<file path="src/design/tcw_pkg.sv">
// Shared types, codes and constants of the text console writer.
package tcw_pkg;

  // Field widths of the channels and the configuration port
  localparam int FUNC_W = 2;
  localparam int CHAR_W = 8;
  localparam int COL_IN_W = 7;
  localparam int ROW_IN_W = 5;
  localparam int OFFS_W = 11;
  localparam int ATTR_W = 8;
  localparam int CELL_W = CHAR_W + ATTR_W;

  // Operation codes
  typedef enum logic [FUNC_W-1:0] {
    FUNC_WRITE = 2'd0,
    FUNC_SET   = 2'd1,
    FUNC_CLEAR = 2'd2,
    FUNC_READ  = 2'd3
  } func_e;

  // Character codes with special meaning
  localparam logic [CHAR_W-1:0] CH_NEWLINE = 8'd10;
  localparam logic [CHAR_W-1:0] CH_TAB = 8'd9;
  localparam logic [CHAR_W-1:0] CH_SPACE = 8'd32;

  localparam logic [ATTR_W-1:0] ATTR_RESET = 8'd7;

  // Controller states
  typedef enum logic [3:0] {
    ST_INIT,
    ST_IDLE,
    ST_EXEC,
    ST_READ_WAIT,
    ST_TAB_MOD,
    ST_TAB_NORM,
    ST_SCROLL_COPY,
    ST_SCROLL_DRAIN,
    ST_FILL,
    ST_DONE
  } state_e;

  // Commands from the controller to the datapath
  typedef struct packed {
    logic load;
    logic write_char;
    logic newline;
    logic set_cursor;
    logic capture_cell;
    logic mod_start;
    logic mod_step;
    logic tab_apply;
    logic norm_step;
    logic copy_step;
    logic fill_start_all;
    logic fill_start_bottom;
    logic fill_step;
    logic result_load;
  } tcw_cmd_t;

  // Status from the datapath to the controller
  typedef struct packed {
    logic is_write;
    logic is_set;
    logic is_clear;
    logic is_read;
    logic is_newline;
    logic is_tab;
    logic at_last_col;
    logic at_last_row;
    logic mod_done;
    logic col_over;
    logic pos_over;
    logic copy_last;
    logic fill_last;
  } tcw_status_t;

endpackage

</file>
<file path="src/design/tcw_ctrl.sv">
// Controller: sequences each operation and owns the channel handshakes.
module tcw_ctrl (
  input  logic                  clk_i,
  input  logic                  rst_ni,
  input  logic                  in_valid_i,
  input  logic                  out_ready_i,
  input  tcw_pkg::tcw_status_t  status_i,
  output tcw_pkg::tcw_cmd_t     cmd_o,
  output logic                  in_ready_o,
  output logic                  out_valid_o
);
  import tcw_pkg::*;

  state_e state_q, state_d;
  logic   out_valid_q;
  logic   out_free;

  assign out_free = !out_valid_q || out_ready_i;

  // Next state
  always_comb begin
    state_d = state_q;
    unique case (state_q)
      ST_INIT: begin
        if (status_i.fill_last) state_d = ST_IDLE;
      end
      ST_IDLE: begin
        if (in_valid_i) state_d = ST_EXEC;
      end
      ST_EXEC: begin
        priority if (status_i.is_write) begin
          priority if (status_i.is_newline) begin
            state_d = status_i.at_last_row ? ST_SCROLL_COPY : ST_DONE;
          end else if (status_i.is_tab) begin
            state_d = ST_TAB_MOD;
          end else begin
            state_d = (status_i.at_last_col && status_i.at_last_row) ? ST_SCROLL_COPY
                                                                      : ST_DONE;
          end
        end else if (status_i.is_set) begin
          state_d = ST_DONE;
        end else if (status_i.is_clear) begin
          state_d = ST_FILL;
        end else begin
          state_d = ST_READ_WAIT;
        end
      end
      ST_READ_WAIT: state_d = ST_DONE;
      ST_TAB_MOD: begin
        if (status_i.mod_done) state_d = ST_TAB_NORM;
      end
      ST_TAB_NORM: begin
        if (!status_i.col_over) begin
          state_d = status_i.pos_over ? ST_SCROLL_COPY : ST_DONE;
        end
      end
      ST_SCROLL_COPY: begin
        if (status_i.copy_last) state_d = ST_SCROLL_DRAIN;
      end
      ST_SCROLL_DRAIN: state_d = ST_FILL;
      ST_FILL: begin
        if (status_i.fill_last) state_d = ST_DONE;
      end
      ST_DONE: begin
        if (out_free) state_d = ST_IDLE;
      end
      default: state_d = ST_INIT;
    endcase
  end

  // Commands
  always_comb begin
    cmd_o = '0;
    unique case (state_q)
      ST_INIT: cmd_o.fill_step = 1'b1;
      ST_IDLE: cmd_o.load = in_valid_i;
      ST_EXEC: begin
        priority if (status_i.is_write) begin
          priority if (status_i.is_newline) begin
            cmd_o.newline = 1'b1;
          end else if (status_i.is_tab) begin
            cmd_o.mod_start = 1'b1;
          end else begin
            cmd_o.write_char = 1'b1;
          end
        end else if (status_i.is_set) begin
          cmd_o.set_cursor = 1'b1;
        end else if (status_i.is_clear) begin
          cmd_o.fill_start_all = 1'b1;
        end
      end
      ST_READ_WAIT: cmd_o.capture_cell = 1'b1;
      ST_TAB_MOD: begin
        if (status_i.mod_done) begin
          cmd_o.tab_apply = 1'b1;
        end else begin
          cmd_o.mod_step = 1'b1;
        end
      end
      ST_TAB_NORM: cmd_o.norm_step = status_i.col_over;
      ST_SCROLL_COPY: cmd_o.copy_step = 1'b1;
      ST_SCROLL_DRAIN: cmd_o.fill_start_bottom = 1'b1;
      ST_FILL: cmd_o.fill_step = 1'b1;
      ST_DONE: cmd_o.result_load = out_free;
      default: cmd_o = '0;
    endcase
  end

  always_ff @(posedge clk_i or negedge rst_ni) begin
    if (!rst_ni) begin
      state_q <= ST_INIT;
    end else begin
      state_q <= state_d;
    end
  end

  // Hold the result beat until taken
  always_ff @(posedge clk_i or negedge rst_ni) begin
    if (!rst_ni) begin
      out_valid_q <= 1'b0;
    end else if (cmd_o.result_load) begin
      out_valid_q <= 1'b1;
    end else if (out_ready_i) begin
      out_valid_q <= 1'b0;
    end
  end

  assign in_ready_o  = state_q == ST_IDLE;
  assign out_valid_o = out_valid_q;

endmodule

</file>
<file path="config.mk">
export PLATFORM = sky130hd
export DESIGN_NAME = tcw_ctrl
export DESIGN_NICKNAME = d
export VERILOG_FILES = /design/src/design/tcw_pkg.sv /design/src/design/tcw_ctrl.sv
export SDC_FILE = /design/constraint.sdc
export NUM_CORES = 1
export LEC_CHECK = 0
export BUFFER_PORTS_ARGS = -buffer_cell sky130_fd_sc_hd__buf_2
export CAP_MARGIN = 20
export CORE_MARGIN = 4
export CORE_UTILIZATION = 43
export CTS_CLUSTER_DIAMETER = 120
export CTS_CLUSTER_SIZE = 10
export DETAILED_ROUTE_END_ITERATION = 8
export PLACE_DENSITY = 0.78
export SYNTH_ARGS = -nofsm -noshare
export SYNTH_HDL_FRONTEND = slang
export SYNTH_SLANG_ARGS = --single-unit
</file>
<file path="constraint.sdc">
create_clock -name clk_i -period 2 [get_ports clk_i]
set_clock_uncertainty 0.1 [all_clocks]
set_input_delay 0.4 -clock clk_i [delete_from_list [all_inputs] [get_ports clk_i]]
set_output_delay 0.4 -clock clk_i [all_outputs]
set_load 0.005 [all_outputs]
</file>
# ---- Word level (Yosys, flattened, before mapping)
# Index checks and enable logic that the tools add are counted.
dict set report op_classes {
  eq_ne 16
  muxes 43
  n_reduce_logical 7
}
# operator n
set ops {}
lappend ops {{$mux 4} 15}
lappend ops {{$pmux 4 s10} 1}
lappend ops {{$mux 1} 24}
lappend ops {{$eq 4x3->1 const B} 4}
lappend ops {{$ne 2x2->1 const B} 7}
lappend ops {{$eq 4x2->1 const B} 2}
lappend ops {{$eq 4x4->1 const B} 2}
lappend ops {{$reduce_and 7->1} 1}
lappend ops {{$eq 4x1->1 const B} 1}
lappend ops {{$logic_not 4->1} 1}
lappend ops {{$mux 2} 2}
lappend ops {{$mux 3} 1}
lappend ops {{$reduce_bool 2->1} 1}
lappend ops {{$reduce_or 2->1} 1}
lappend ops {{$logic_and 1x1->1} 1}
lappend ops {{$logic_not 1->1} 1}
lappend ops {{$logic_or 1x1->1} 1}
dict set report totals {
  register_bits 5
  inputBits 17
  wordCells 68
}

# ---- Depth between registers and ports, before layout
dict set report logic_depth {
  depth_word 6
  ltp_mapped 6
  mapped_depth_nobuf 5
}

# ---- Worst setup path before layout
# OpenSTA, ideal clock, no wires.
dict set report synth_path {
  kind {reg-to-output}
  startpoint {register state_q[1]}
  endpoint {output port cmd_o[13] in the netlist's numbering}
  arrival_time_ns 1.044
  required_time_ns 1.500
  slack_ns 0.456
  path_stages_with_launch 4
  n_path_buf 0
  path_cell_list {dfrtp_1 > and2b_4 > nor3b_1 > and2_1}
}
# item line
set synth_lines {}
lappend synth_lines {{start, declared} tcw_ctrl.sv:14} ;# state_e state_q, state_d;
lappend synth_lines {{start signal, assigned} tcw_ctrl.sv:113} ;# state_q <= state_d;
lappend synth_lines {{end, declared} tcw_ctrl.sv:8} ;# output tcw_pkg::tcw_cmd_t cmd_o,

==> results by group <==
Outcome
  • Status: finished, final reports clean

Logic synthesis
  • Post-synth EDFFs: 0
  • YS warnings: 0
  • Top_reg_cell synth: dfrtp_1
  • Synth cell types: 37
  • Synthesized flop and latch total: 5
  • Post-Syn Instances: 75
  • Asr flop ratio synth: 100%
  • Syn nets: 92
  • Syn Area/Cell: 8.02 um^2
  • Seq/Total Area, Yosys: 20.8%
  • Synthesized area: 602 um^2

Die
  • I/O pin total: 33
  • Die height: 45.4 um
  • Die ar.: 2060 um^2
  • Core area: 1320 um^2
  • Die Span X: 45.4 um
  • Initial core utilization: 45.7%
  • Std-Cell Rows: 13

Global routing
  • First-pass GRT wire length: 2770 um
  • Largest net degree at the start of global routing: 12
  • Vias in the first global route: 678
  • Initial antenna violation count: 0
  • Total GRT Usage: 18.0%
  • Total grt overflow: 0

Power
  • Pwr Density: 1300 nW/um^2
  • Pint: 0.607 mW
  • Peak supply drop: 0.884 mV
  • Total Power: 1.06 mW
  • Gate power share: 66.2%
  • Flop pwr share: 22.5%
  • Leakage: 0.422 nW
  • Switching power: 0.453 mW
  • Clock power frac: 11.3%
  • Net Sw Frac: 42.7%

Detailed routing
  • Initial DRC Count: 6
  • Routed vias: 666
  • Initial DRT Pass Iterations: 4
  • Wire per inst: 12.9 um
  • DR DRC count: 0
  • Post-DR vias/cell: 5.33
  • Drt total wl: 1610 um
  • Routed Antenna Nets: 0

Clocking
  • CTS H-tree lvls: 1
  • TritonCTS clock tree: done
  • Clock buffer depth: 2
  • Clk slew on worst S/H paths: 0.04 ns
  • CTS Sinks: 5
  • Clock latency on the worst-skew pair: 0.24 ns
  • CTS Buf Count: 3
  • Clock Root Buffer: clkbuf_4

Hold path
  • Worst Hold Class: input port to flop

Worst setup path
  • Setup CP Type: flop to output port
  • CP endpoint kind: output port
  • CP Launch Type: flop
  • Crit path max fanout: 5
  • CP Data Arrival Time: 1.39 ns
  • CP required: 1.50 ns

Layout
  • # nets final: 128
  • Layout area overhead: 35.6%
  • Highest-count cells in the layout ignoring fill and taps: buf_2 (31), nor2_1 (10), nand2_1 (7), nor3_1 (5)
  • Most common cell after layout, fill and taps aside: buf_2
  • FILL cells: 115
  • Layout cells sized above 1: 48.2%
  • Diodes inserted: 0

Placed design
  • Post-DP HPWL: 1290 um
  • Placer's final routability congestion estimate: 0.875
  • Pre-CTS setup slack: 0.234 ns
  • IO buf count: 31

STA
  • Worst Slack Setup Final: 0.111 ns
  • Final min period: 1.89 ns
  • Max-slew violations: 0
  • Crit share post-route: 94.5%
  • Slew margin rel.: 82.0%
  • Hold Slack: 0.297 ns
  • Worst-margin pin slew: 0.270 ns
  • Count of final hold-check violations: 0
  • Fmax: 529 MHz
  • Count of final setup violators: 0
  • Setup TNS Final: 0 ns
  • RSZ-0062 raised after global routing: false

Job
  • Max-cap violations: 0
[registers in the layout, indices dropped and copies added, names as in the netlist]
| signal | cells |
|---|---|
| state_q | 4 |
| out_valid_o | 1 |
[metal layers]
metal	wire length [um]	GRT usage (%)	part of all wire, %
met1	682	23.2	42
met2	779	30.1	48
met3	138	2.77	8.6
met4	12	6.43	0.74
met5	0	0	0
[cells in the mapped netlist, types with 3 or more instances]
cell type	instances	area share, %
nor2_1	10	6.2
a21oi_1	3	2.5
inv_1	3	1.9
nor3_1	5	4.2
nand2_1	7	4.4
dfrtp_1	5	21
[cell families after synthesis]
logic type             count (synthesis)  share of synthesized area [%]
flip-flops                             5                           20.8
buffers and inverters                  7                           7.07
AO/OA/AOI/OAI                         18                           23.1
AND/OR/NAND/NOR                       42                           42.4
multiplexers                           3                           6.65
[power by group through the flow]
stage | sequential [mW] | clock (mW) | combinational (mW)
detailed placement | 0.229 | 0 | 0.682
CTS | 0.228 | 0.120 | 0.691
global route | 0.250 | 0.132 | 0.777
floorplan | 0.172 | 0 | 0.578
global placement | 0.224 | 0 | 0.669
finish | 0.239 | 0.120 | 0.701
[worst max-delay path: stages, from the launching register on]
cell,delay (ns)
dfrtp_1,0.41
nand2b_4,0.19
nor3_4,0.13
buf_4,0.16
and3b_1,0.15
buf_2,0.11
[final cells by class]
| class | instances | area [um^2] | share of cell area, % |
|---|---|---|---|
| multi-input cells | 63 | 444 | 54.4 |
| repair buffers | 35 | 188 | 23.0 |
| flip-flops and latches | 5 | 128 | 15.6 |
| clock buffers | 4 | 26.3 | 3.22 |
| well taps | 15 | 18.8 | 2.30 |
| inverters | 3 | 11.3 | 1.38 |
[what timing repair did]
action	CTS	global route
resized for setup	0	4
endpoints found under the hold margin	5	0
gates cloned	0	0
hold buffers	1	0
setup endpoints to repair	2	7
buffers inserted	1	0
[path summary, 6_finish.rpt]
kind                            slack [ns]         from     endpoint  cells after the start
worst min-delay path                  0.30  status_i[1]   state_q[1]                      2
max in group asynchronous             1.26       rst_ni   state_q[2]                      2
worst min register to register        0.54   state_q[3]   state_q[2]                      1
min in group asynchronous             0.40       rst_ni  out_valid_o                      2
worst max register to register        0.34   state_q[3]   state_q[0]                      5
worst max-delay path                  0.11   state_q[0]    cmd_o[10]                      5
[metrics by stage]
stage          utilization (%)  cell area (um^2)  cells
2_1_floorplan                -               602     75
3_3_place_gp              57.6               759    119
3_5_place_dp              57.6               759    119
4_1_cts                   61.0               803    125
5_1_grt                   61.9               816    125
6_report                  61.9               816    125
Power figures use the tool's default switching activity.
